`src/rtl/blg_pkg.sv`:
```
// shared types and constants for the battery level gauge
// used by blg_div, blg_dp, blg_ctrl and battery_level_gauge_top
`timescale 1ns / 1ps

package blg_pkg;

    localparam int GROUP_SIZE_DEF = 8;

    localparam int PIN_W  = 12;
    localparam int MV_W   = 14;
    localparam int PCT_W  = 7;
    localparam int IDX_W  = 2;
    localparam int IN_TDATA_W  = 16;
    localparam int OUT_TDATA_W = 24;

    // divider: numerator holds diff * 100
    localparam int NUM_W = 21;
    localparam int DEN_W = MV_W;
    localparam int QW    = 12;
    localparam int DSH_W = DEN_W + QW - 1;
    localparam int QC_W  = $clog2(QW);

    localparam logic [MV_W-1:0]  FULL_RST   = MV_W'(4200);
    localparam logic [MV_W-1:0]  EMPTY_RST  = MV_W'(3000);
    localparam logic [MV_W-1:0]  CHARGE_RST = MV_W'(4050);
    localparam logic [PCT_W-1:0] PCT_MAX    = PCT_W'(100);
    localparam logic [PCT_W-1:0] PCT_MIN    = PCT_W'(0);
    localparam logic [NUM_W-1:0] PCT_SCALE  = NUM_W'(100);
    localparam logic [MV_W-1:0]  DIV_RATIO  = MV_W'(3);
    localparam logic [MV_W+2:0]  EMA_OLD    = (MV_W+3)'(7);

    typedef enum logic [IDX_W-1:0] {
        REG_FULL   = 2'd0,
        REG_EMPTY  = 2'd1,
        REG_CHARGE = 2'd2
    } t_reg_idx;

    typedef struct packed {
        logic acc;
        logic mean;
        logic ema;
        logic eval;
        logic pct_start;
        logic pct_load;
        logic out_load;
    } t_dp_cmd;

    typedef struct packed {
        logic last_in_group;
        logic div_done;
        logic need_div;
        logic out_free;
    } t_dp_stat;

endpackage

```
`src/rtl/blg_div.sv`:
```
// restoring divider, one quotient bit per cycle, quotient below 2**QW
// depends on blg_pkg
`timescale 1ns / 1ps

module blg_div (
    input  logic                        i_clk,
    input  logic                        i_rst_n,
    input  logic                        i_start,
    input  logic [blg_pkg::NUM_W-1:0]   i_num,
    input  logic [blg_pkg::DEN_W-1:0]   i_den,
    output logic [blg_pkg::QW-1:0]      o_q,
    output logic                        o_done
);

    logic [blg_pkg::DSH_W-1:0] r_rem, n_rem;
    logic [blg_pkg::DSH_W-1:0] r_dsh, n_dsh;
    logic [blg_pkg::QW-1:0]    r_q, n_q;
    logic [blg_pkg::QC_W-1:0]  r_cnt, n_cnt;
    logic                      r_busy, n_busy;
    logic                      r_done, n_done;
    logic                      w_fit;

    assign w_fit = (r_rem >= r_dsh);

    always_comb begin
        n_rem  = r_rem;
        n_dsh  = r_dsh;
        n_q    = r_q;
        n_cnt  = r_cnt;
        n_busy = r_busy;
        n_done = 1'b0;
        if (i_start) begin
            n_rem  = blg_pkg::DSH_W'(i_num);
            n_dsh  = blg_pkg::DSH_W'(i_den) << (blg_pkg::QW - 1);
            n_q    = '0;
            n_cnt  = blg_pkg::QC_W'(blg_pkg::QW - 1);
            n_busy = 1'b1;
        end else if (r_busy) begin
            if (w_fit) begin
                n_rem = r_rem - r_dsh;
            end
            n_q   = {r_q[blg_pkg::QW-2:0], w_fit};
            n_dsh = r_dsh >> 1;
            n_cnt = r_cnt - 1'b1;
            if (r_cnt == '0) begin
                n_busy = 1'b0;
                n_done = 1'b1;
            end
        end
    end

    always_ff @(posedge i_clk) begin
        if (!i_rst_n) begin
            r_busy <= 1'b0;
            r_done <= 1'b0;
            r_cnt  <= '0;
        end else begin
            r_busy <= n_busy;
            r_done <= n_done;
            r_cnt  <= n_cnt;
        end
        r_rem <= n_rem;
        r_dsh <= n_dsh;
        r_q   <= n_q;
    end

    assign o_q    = r_q;
    assign o_done = r_done;

endmodule

```
`src/rtl/blg_dp.sv`:
```
// datapath: group accumulator, config registers, average, percent and output register
// depends on blg_pkg and blg_div
`timescale 1ns / 1ps

module blg_dp #(
    parameter int GROUP_SIZE = blg_pkg::GROUP_SIZE_DEF
) (
    input  logic                              i_clk,
    input  logic                              i_rst_n,
    input  blg_pkg::t_dp_cmd                  i_cmd,
    output blg_pkg::t_dp_stat                 o_stat,
    input  logic                              i_cfg_we,
    input  logic [blg_pkg::IDX_W-1:0]         i_cfg_idx,
    input  logic [blg_pkg::MV_W-1:0]          i_cfg_data,
    input  logic [blg_pkg::PIN_W-1:0]         i_pin_mv,
    input  logic                              i_out_ready,
    output logic                              o_out_valid,
    output logic [blg_pkg::PCT_W-1:0]         o_percent,
    output logic                              o_charging,
    output logic [blg_pkg::MV_W-1:0]          o_battery_mv
);

    localparam int CNT_W = $clog2(GROUP_SIZE + 1);
    localparam int SUM_W = blg_pkg::PIN_W + CNT_W;

    // group mean by reciprocal multiplication, exact for every group sum
    localparam int RCP_SH = SUM_W + CNT_W;
    localparam int RCP_W  = RCP_SH + 1;
    localparam int PROD_W = SUM_W + RCP_W;
    localparam logic [RCP_W-1:0] RCP = RCP_W'((2 ** RCP_SH + GROUP_SIZE - 1) / GROUP_SIZE);

    logic [blg_pkg::MV_W-1:0]  r_full, r_empty, r_charge;
    logic [SUM_W-1:0]          r_sum;
    logic [CNT_W-1:0]          r_cnt;
    logic [blg_pkg::PIN_W-1:0] r_mean;
    logic [blg_pkg::MV_W-1:0]  r_smooth;
    logic                      r_primed;
    logic [blg_pkg::MV_W-1:0]  r_diff;
    logic [blg_pkg::PCT_W-1:0] r_pct;
    logic                      r_ovalid;
    logic [blg_pkg::PCT_W-1:0] r_opct;
    logic                      r_ochg;
    logic [blg_pkg::MV_W-1:0]  r_omv;

    logic                      w_div_start;
    logic [blg_pkg::NUM_W-1:0] w_div_num;
    logic [blg_pkg::DEN_W-1:0] w_div_den;
    logic [blg_pkg::QW-1:0]    w_q;
    logic                      w_div_done;

    logic [PROD_W-1:0]         w_prod;
    logic [blg_pkg::PIN_W-1:0] w_mean;
    logic [blg_pkg::MV_W-1:0]  w_bat;
    logic [blg_pkg::MV_W+2:0]  w_ema;
    logic [blg_pkg::MV_W:0]    w_diff;
    logic [blg_pkg::MV_W-1:0]  w_span;
    logic                      w_span_empty;
    logic                      w_diff_neg;
    logic                      w_diff_ge;
    logic [blg_pkg::PCT_W-1:0] w_eval_pct;
    logic                      w_out_free;

    assign w_prod = PROD_W'(r_sum) * PROD_W'(RCP);
    assign w_mean = w_prod[RCP_SH +: blg_pkg::PIN_W];
    assign w_bat  = blg_pkg::MV_W'(r_mean) * blg_pkg::DIV_RATIO;
    assign w_ema  = (blg_pkg::EMA_OLD * (blg_pkg::MV_W+3)'(r_smooth)
                    + (blg_pkg::MV_W+3)'(w_bat)) >> 3;
    assign w_diff = {1'b0, r_smooth} - {1'b0, r_empty};
    assign w_span = r_full - r_empty;
    assign w_span_empty = (r_full <= r_empty);
    assign w_diff_neg   = w_diff[blg_pkg::MV_W];
    assign w_diff_ge    = (w_diff[blg_pkg::MV_W-1:0] >= w_span);

    always_comb begin
        if (w_span_empty) begin
            w_eval_pct = (r_smooth >= r_full) ? blg_pkg::PCT_MAX : blg_pkg::PCT_MIN;
        end else if (w_diff_neg) begin
            w_eval_pct = blg_pkg::PCT_MIN;
        end else begin
            w_eval_pct = blg_pkg::PCT_MAX;
        end
    end

    assign w_div_start = i_cmd.pct_start;
    assign w_div_num   = blg_pkg::NUM_W'(r_diff) * blg_pkg::PCT_SCALE;
    assign w_div_den   = w_span;

    blg_div u_div (
        .i_clk   (i_clk),
        .i_rst_n (i_rst_n),
        .i_start (w_div_start),
        .i_num   (w_div_num),
        .i_den   (w_div_den),
        .o_q     (w_q),
        .o_done  (w_div_done)
    );

    assign w_out_free = !r_ovalid || i_out_ready;

    always_ff @(posedge i_clk) begin
        if (!i_rst_n) begin
            r_full   <= blg_pkg::FULL_RST;
            r_empty  <= blg_pkg::EMPTY_RST;
            r_charge <= blg_pkg::CHARGE_RST;
            r_sum    <= '0;
            r_cnt    <= '0;
            r_smooth <= '0;
            r_primed <= 1'b0;
            r_ovalid <= 1'b0;
        end else begin
            if (i_cfg_we) begin
                unique case (i_cfg_idx)
                    blg_pkg::REG_FULL:   r_full   <= i_cfg_data;
                    blg_pkg::REG_EMPTY:  r_empty  <= i_cfg_data;
                    blg_pkg::REG_CHARGE: r_charge <= i_cfg_data;
                    default: ;
                endcase
            end
            if (i_cmd.acc) begin
                r_sum <= r_sum + SUM_W'(i_pin_mv);
                r_cnt <= r_cnt + 1'b1;
            end else if (i_cmd.mean) begin
                r_sum <= '0;
                r_cnt <= '0;
            end
            if (i_cmd.ema) begin
                r_smooth <= r_primed ? w_ema[blg_pkg::MV_W-1:0] : w_bat;
                r_primed <= 1'b1;
            end
            if (i_cmd.out_load) begin
                r_ovalid <= 1'b1;
            end else if (i_out_ready) begin
                r_ovalid <= 1'b0;
            end
        end
        if (i_cmd.mean) begin
            r_mean <= w_mean;
        end
        if (i_cmd.eval) begin
            r_pct  <= w_eval_pct;
            r_diff <= w_diff[blg_pkg::MV_W-1:0];
        end else if (i_cmd.pct_load) begin
            r_pct  <= w_q[blg_pkg::PCT_W-1:0];
        end
        if (i_cmd.out_load) begin
            r_opct <= r_pct;
            r_ochg <= (r_smooth >= r_charge);
            r_omv  <= r_smooth;
        end
    end

    assign o_stat.last_in_group = (r_cnt == CNT_W'(GROUP_SIZE - 1));
    assign o_stat.div_done      = w_div_done;
    assign o_stat.need_div      = !w_span_empty && !w_diff_neg && !w_diff_ge;
    assign o_stat.out_free      = w_out_free;

    assign o_out_valid  = r_ovalid;
    assign o_percent    = r_opct;
    assign o_charging   = r_ochg;
    assign o_battery_mv = r_omv;

endmodule

```
`src/rtl/blg_ctrl.sv`:
```
// controller: sequences accumulate, mean, average update and percent divide
// depends on blg_pkg
`timescale 1ns / 1ps

module blg_ctrl (
    input  logic              i_clk,
    input  logic              i_rst_n,
    input  logic              i_in_valid,
    output logic              o_in_ready,
    input  blg_pkg::t_dp_stat i_stat,
    output blg_pkg::t_dp_cmd  o_cmd
);

    typedef enum logic [6:0] {
        S_IDLE       = 7'b000_0001,
        S_MEAN       = 7'b000_0010,
        S_EMA        = 7'b000_0100,
        S_EVAL       = 7'b000_1000,
        S_PCT_START  = 7'b001_0000,
        S_PCT_WAIT   = 7'b010_0000,
        S_OUT        = 7'b100_0000
    } t_state;

    t_state r_state, n_state;
    logic   w_acc;

    assign o_in_ready = (r_state == S_IDLE);
    assign w_acc      = i_in_valid && o_in_ready;

    always_comb begin
        n_state = r_state;
        o_cmd   = '0;
        unique case (r_state)
            S_IDLE: begin
                o_cmd.acc = w_acc;
                if (w_acc && i_stat.last_in_group) begin
                    n_state = S_MEAN;
                end
            end
            S_MEAN: begin
                o_cmd.mean = 1'b1;
                n_state = S_EMA;
            end
            S_EMA: begin
                o_cmd.ema = 1'b1;
                n_state = S_EVAL;
            end
            S_EVAL: begin
                o_cmd.eval = 1'b1;
                n_state = i_stat.need_div ? S_PCT_START : S_OUT;
            end
            S_PCT_START: begin
                o_cmd.pct_start = 1'b1;
                n_state = S_PCT_WAIT;
            end
            S_PCT_WAIT: begin
                if (i_stat.div_done) begin
                    o_cmd.pct_load = 1'b1;
                    n_state = S_OUT;
                end
            end
            S_OUT: begin
                if (i_stat.out_free) begin
                    o_cmd.out_load = 1'b1;
                    n_state = S_IDLE;
                end
            end
            default: n_state = S_IDLE;
        endcase
    end

    always_ff @(posedge i_clk) begin
        if (!i_rst_n) begin
            r_state <= S_IDLE;
        end else begin
            r_state <= n_state;
        end
    end

endmodule

```
`src/rtl/battery_level_gauge_top.sv`:
```
// battery level gauge: one item per cycle while a group fills; the item that closes a
// group starts the work (mean, average update, percent check and a percent divide) before
// the result is valid; the percent divide is skipped when no divide is needed
// no item is taken during that work or while the new result waits for the output register
// reset is synchronous, active low, and restores the config defaults and clears the average
`timescale 1ns / 1ps

module battery_level_gauge_top #(
    parameter int GROUP_SIZE = blg_pkg::GROUP_SIZE_DEF
) (
    input  logic                               i_clk,
    input  logic                               i_rst_n,
    input  logic                               i_cfg_we,
    input  logic [blg_pkg::IDX_W-1:0]          i_cfg_idx,
    input  logic [blg_pkg::MV_W-1:0]           i_cfg_data,
    input  logic                               s_axis_tvalid,
    output logic                               s_axis_tready,
    input  logic [blg_pkg::IN_TDATA_W-1:0]     s_axis_tdata,   // pin_mv
    output logic                               m_axis_tvalid,
    input  logic                               m_axis_tready,
    output logic [blg_pkg::OUT_TDATA_W-1:0]    m_axis_tdata    // percent, charging, battery_mv
);

    blg_pkg::t_dp_cmd          w_cmd;
    blg_pkg::t_dp_stat         w_stat;
    logic [blg_pkg::PCT_W-1:0] w_percent;
    logic                      w_charging;
    logic [blg_pkg::MV_W-1:0]  w_battery_mv;

    blg_ctrl u_ctrl (
        .i_clk      (i_clk),
        .i_rst_n    (i_rst_n),
        .i_in_valid (s_axis_tvalid),
        .o_in_ready (s_axis_tready),
        .i_stat     (w_stat),
        .o_cmd      (w_cmd)
    );

    blg_dp #(
        .GROUP_SIZE (GROUP_SIZE)
    ) u_dp (
        .i_clk        (i_clk),
        .i_rst_n      (i_rst_n),
        .i_cmd        (w_cmd),
        .o_stat       (w_stat),
        .i_cfg_we     (i_cfg_we),
        .i_cfg_idx    (i_cfg_idx),
        .i_cfg_data   (i_cfg_data),
        .i_pin_mv     (s_axis_tdata[blg_pkg::PIN_W-1:0]),
        .i_out_ready  (m_axis_tready),
        .o_out_valid  (m_axis_tvalid),
        .o_percent    (w_percent),
        .o_charging   (w_charging),
        .o_battery_mv (w_battery_mv)
    );

    assign m_axis_tdata = {2'b00, w_battery_mv, w_charging, w_percent};

endmodule
```
`config.mk`:
```
export PLATFORM = sky130hd
export DESIGN_NAME = battery_level_gauge_top
export DESIGN_NICKNAME = d
export VERILOG_FILES = /design/src/rtl/blg_pkg.sv /design/src/rtl/blg_div.sv /design/src/rtl/blg_dp.sv /design/src/rtl/blg_ctrl.sv /design/src/rtl/battery_level_gauge_top.sv
export SDC_FILE = /design/constraint.sdc
export NUM_CORES = 1
export LEC_CHECK = 0
export BUFFER_PORTS_ARGS = -buffer_cell sky130_fd_sc_hd__buf_4
export CAP_MARGIN = 20
export CORE_ASPECT_RATIO = 0.9
export CORE_MARGIN = 4
export CORE_UTILIZATION = 35
export DETAILED_ROUTE_END_ITERATION = 12
export PLACE_DENSITY = 0.51
export SETUP_SLACK_MARGIN = 0.15
export SYNTH_ARGS = -nofsm -noshare
export SYNTH_HDL_FRONTEND = slang
export SYNTH_SLANG_ARGS = --single-unit
```
`constraint.sdc`:
```
create_clock -name i_clk -period 5 [get_ports i_clk]
set_input_delay 1 -clock i_clk [delete_from_list [all_inputs] [get_ports i_clk]]
set_output_delay 1 -clock i_clk [all_outputs]
set_load 0.005 [all_outputs]
```
# After elaboration in Yosys (flattened, before gate mapping)
# Index checks and enable logic that the tools add are counted.
# W data, S select, Z words.
# word_totals
input_bits	37
mem_count	0
latchBits	0
out_inout_bits	26
mem_bits_rw	0
reg_bits	203
wordCells	115
rom_bits	0
# op_classes
n_eq_ne	13
n_reduce_logical	24
order_cmp	5
n_div	0
addsub	7
n_mux	37
shift	0
bitwise	2
n_mul	3
# ops
cell	n
$mux W21	3
$mux W7	9
$mux W25	2
$pmux W7 S7	1
$ge A14 B14 Y1	3
$mux W16	2
$ge A25 B25 Y1	1
$sub A25 B25 Y25	1
$mul A14 B5 Y19 const B	1
$add A17 B14 Y17	1
$mul A3 B14 Y17 const A	1
$add A16 B12 Y16	1
$mux W4	4
$mux W1	15
$sub A14 B14 Y15	1
$le A14 B14 Y1	1
$mul A12 B2 Y14 const B	1
$mux W14	1
$sub A14 B14 Y14	1
$reduce_and A2 Y1	5
$reduce_bool A2 Y1	5
$eq A7 B1 Y1 const B	1
$eq A7 B2 Y1 const B	1
$eq A7 B3 Y1 const B	1
20 further kinds	28

# Depth between registers and ports, before layout
# logic_depth
depth_word	6
depth_mapped	19
ltp_nobuf	19

# By module
# Synthesis repeated with hierarchy kept, for this count alone.
# unflattened
cells_unflattened	1669
hier_area_um2	15239.6
# by_module_without_submodules
mod	n_inst	area_each_um2	seq_area_each_um2	cells_each
blg_dp	1	10485.1	3193.1	1137
blg_div	1	4272.8	1711.6	479
blg_ctrl	1	455.4	140.1	49
battery_level_gauge_top	1	26.3	0.0	4

# Worst setup path before layout
# Ideal clock, no wire load.
# synth_timing
path_type	register to register
start	register u_dp.r_mean[1] in the netlist's numbering
end	register u_dp.r_smooth[13] in the netlist's numbering
setup_slack_ns	1.171
path_stages_with_launch	18
setup_ns	0.137
arrival_time_ns	3.693
required_ns	4.863
period_less_slack_ns	3.829
n_path_buf	0
cell_sequence	edfxtp_1 ha_1 a21o_1 a21oi_1 o21ai_0 nand2_1 o21ai_0 o41ai_1 xor2_1 inv_1 fa_1 ha_1 a21o_1 a21oi_1 a21oi_1 or3_1 nand3_1 a31oi_1
# synth_via
elab_chain_len	3
# synth_lines
element	line	text
start, declared	blg_dp.sv:35	logic [blg_pkg::PIN_W-1:0] r_mean;
start signal, assigned	blg_dp.sv:137	r_mean <= w_mean;
$mul A12 B2 Y14 *	blg_dp.sv:65	assign w_bat = blg_pkg::MV_W'(r_mean) * blg_pkg::DIV_RATIO;
$add A17 B14 Y17	blg_dp.sv:67	+ (blg_pkg::MV_W+3)'(w_bat)) >> 3;
$mux W14 *	blg_dp.sv:127	r_smooth <= r_primed ? w_ema[blg_pkg::MV_W-1:0] : w_bat;
end signal, assigned	blg_dp.sv:127	
end, declared	blg_dp.sv:36	logic [blg_pkg::MV_W-1:0] r_smooth;
# Every way passes the cells marked *; elsewhere a longest branch is shown, timed or not.
# A chain may end at the register's enable or synchronous reset.

# Worst setup path after layout
# layout_timing
start	register u_dp.r_mean[0] in the netlist's numbering
end	register u_dp.r_smooth[13] in the netlist's numbering
# The elaborated chain is that of the path after synthesis.

==> results.cfg <==
[outcome]
status = finished, final reports clean

[clock_network]
cts_buffers = 25
hold_buffers = 0
cts_root_buf = clkbuf_16
cts_tree = done
clk_latency_ps = 540
htree_levels = 1
cts_setup_buffers = 0
clockBufferDepth = 3
clock-sinks = 202
cts.clk_slew.worst_paths_ps = 60
ctsResizeCount = 0

[final_layout]
layout_common_cells = 188 x ha_1, 159 x inv_1, 122 x nand2_1
fin_nets = 1856
num-fill-cells = 4106
area_delta_synth_final_pct = 13.20
antenna_cells = 0
fin_util = 0.4016
final_common_cell = ha_1
drive_above_1_share = 0.08876

[min_path]
hold_path_depth = 0
hold_class = flip-flop to flip-flop

[synth]
syn_area_sq_mm = 0.01442
seq_area_frac_synth = 0.3416
synth_top_area_frac = 0.1833
ys.flop_type = dfxtp_1
syn_avg_cell_area_sq_um = 9.361
synth_edf_count = 88
synth_top_cell_by_area = edfxtp_1
synth-seq-cells = 202
async_flop_share = 0
synth_area_leaders = edfxtp_1 18%, ha_1 16%, dfxtp_1 16%, fa_1 5.4%, inv_1 4.1%
synthCells = 1540
ys_warn_count = 0
synthDistinctLibCells = 85

[detailed_routing]
drt_iter0_drc = 522
final_antenna_net_count = 0
wl_um = 35830
vias = 10949
drtPass1Iterations = 5
avgViaCountPerCell = 5.090
drc = 0
routedWlPerCell_um = 16.66

[worst_setup_path]
start_kind = flip-flop
path_buf_inv = 1
slowest_stage = fa_1
cp.depth = 18
reg2reg_slack_ps = 590
path_class = flip-flop to flip-flop
crit_family = adder cells
crit_required_ps = 5380
worstPathCellList = ha_1, inv_1, fa_1, nor2b_1, o21ai_0, a21boi_0, o31a_1, o22ai_1, xnor2_1, fa_1, ha_1, nor3_1, nor3_1, o2111ai_1, a21oi_1, or3_1, nand3_1, a31oi_1
crit_fanout = 4
end_kind = flip-flop
max_stage_delay_ps = 470
r2r.worst_path.cells = 18
cp.arrival_ps = 4790

[grt]
grt_max_degree = 44
grt_overflow_total = 0
track_usage = 0.1581
grt_pass1_vias = 10863
grt_pass1_wl_um = 58040
antenna_found_initial = 2

[floorplanning]
die_w_um = 221.9
die_area_sq_mm = 0.04450
io_pins = 63
die-height_um = 200.5
start_util = 0.3547
core_sq_mm = 0.04064
rows = 70

[timing]
worstMarginPinSlew_ps = 1032
slew_headroom = 0.3100
fmax_mhz = 226.9
finalSetupTns_ps = 0
final.period_utilization = 0.8815
holdWs_ps = 415.1
final-setup-viol-count = 0
timing.final.crit_period_ps = 4407
maxSlewViolCount = 0
rsz0062_at_grt = no
finalHoldViolations = 0
fin_worst_skew_ps = 14.09

[place]
hpwlAfterDp_um = 27190
port_buffers = 56
routabilityCongestion = 0.8077

[flow_run]
drv_cap = 0

[pwr]
power.density_mw_per_mm2 = 288.0
total_power_mw = 4.700
peakVddDrop_v = 0.0002314
p_leak_nw = 6.915
-- metrics by stage --
step / instance area [sq um] / cells / setup WS [ps]
6_report: 16320 / 2151 / 592.6
5_1_grt: 16320 / 2151 / 192.9
4_1_cts: 16310 / 2150 / 616.6
3_5_place_dp: 15430 / 2104 / 657.3
3_3_place_gp: 15430 / 2104 / 673.7
2_1_floorplan: 14420 / 1541 / 1171
-- logic make-up after synthesis --
| group | after synthesis | share of synthesized area |
|---|---|---|
| AND/OR/NAND/NOR | 419 | 0.1410 |
| AO/OA/AOI/OAI | 375 | 0.1749 |
| adder cells (fa/ha/maj) | 227 | 0.2173 |
| buffers and inverters | 204 | 0.05433 |
| flip-flops | 202 | 0.3416 |
| XOR/XNOR | 87 | 0.05286 |
| multiplexers | 25 | 0.01770 |
| other | 1 | 0.0002601 |
-- final cells by class --
type                            count  area [sq um]  area share
Tap cell                          540         675.6     0.04140
Timing Repair Buffer               68         514.2     0.03151
Clock inverter                     13         222.7     0.01365
Clock buffer                       33         655.6     0.04017
Sequential cell                   202          4925      0.3018
Multi-Input combinational cell   1135          8726      0.5347
Inverter                          160         600.6     0.03680
-- worst reg2reg max path, stage by stage, from the launching register on --
cell,delay (ps)
edfxtp_1,390
ha_1,190
inv_1,60
fa_1,400
nor2b_1,120
o21ai_0,100
a21boi_0,350
o31a_1,230
o22ai_1,110
xnor2_1,280
fa_1,480
ha_1,360
nor3_1,210
nor3_1,100
o2111ai_1,260
a21oi_1,120
or3_1,350
nand3_1,80
a31oi_1,90
-- cell usage after synthesis, drive strengths merged, types with 15 or more instances --
cell and number:
xor2 34, dfxtp 114, a211oi 19, ha 188, nor3 31, inv 160, edfxtp 88, nor2 96
nand3 58, nand2 122, fa 39, o211ai 22, xnor2 53, nand4 15, a21oi 121, mux2i 24
a21o 42, clkbuf 34, o21ai 73
-- path summary, 6_finish.rpt --
kind | end | from
hold reg to reg | u_dp.o_percent[5] | u_dp.r_pct[5]
hold / removal | u_dp.o_percent[5] | u_dp.r_pct[5]
setup reg to reg | u_dp.r_smooth[13] | u_dp.r_mean[0]
setup / recovery | u_dp.r_smooth[13] | u_dp.r_mean[0]
-- sequential cells by signal (all words and copies together), names as in the netlist, 4 cells and up --
name and count:
u_ctrl.r_state 7, u_dp.o_battery_mv 14, u_dp.o_percent 7, u_dp.r_charge 14, u_dp.r_cnt 4, u_dp.r_diff 14
u_dp.r_empty 14, u_dp.r_full 14, u_dp.r_mean 12, u_dp.r_pct 7, u_dp.r_smooth 14, u_dp.r_sum 15
u_dp.u_div.o_q 7, u_dp.u_div.r_cnt 4, u_dp.u_div.r_dsh 25, u_dp.u_div.r_rem 25
-- power by group --
| part | total [mW] | internal, mW | switching [mW] |
|---|---|---|---|
| combinational | 0.858 | 0.358 | 0.501 |
| sequential | 1.87 | 1.80 | 0.0707 |
| clock | 1.97 | 1.23 | 0.741 |
-- layer usage --
metal  vias to the layer above  track usage  routed length (um)
met5                         -            0                   0
met4                         0      0.03012                 684
li1                       5598            -                   -
met3                        36      0.02310                1294
met1                      5152       0.2340               18470
met2                       163       0.2479               15390
No activity file was read; power rests on OpenSTA's default activity.
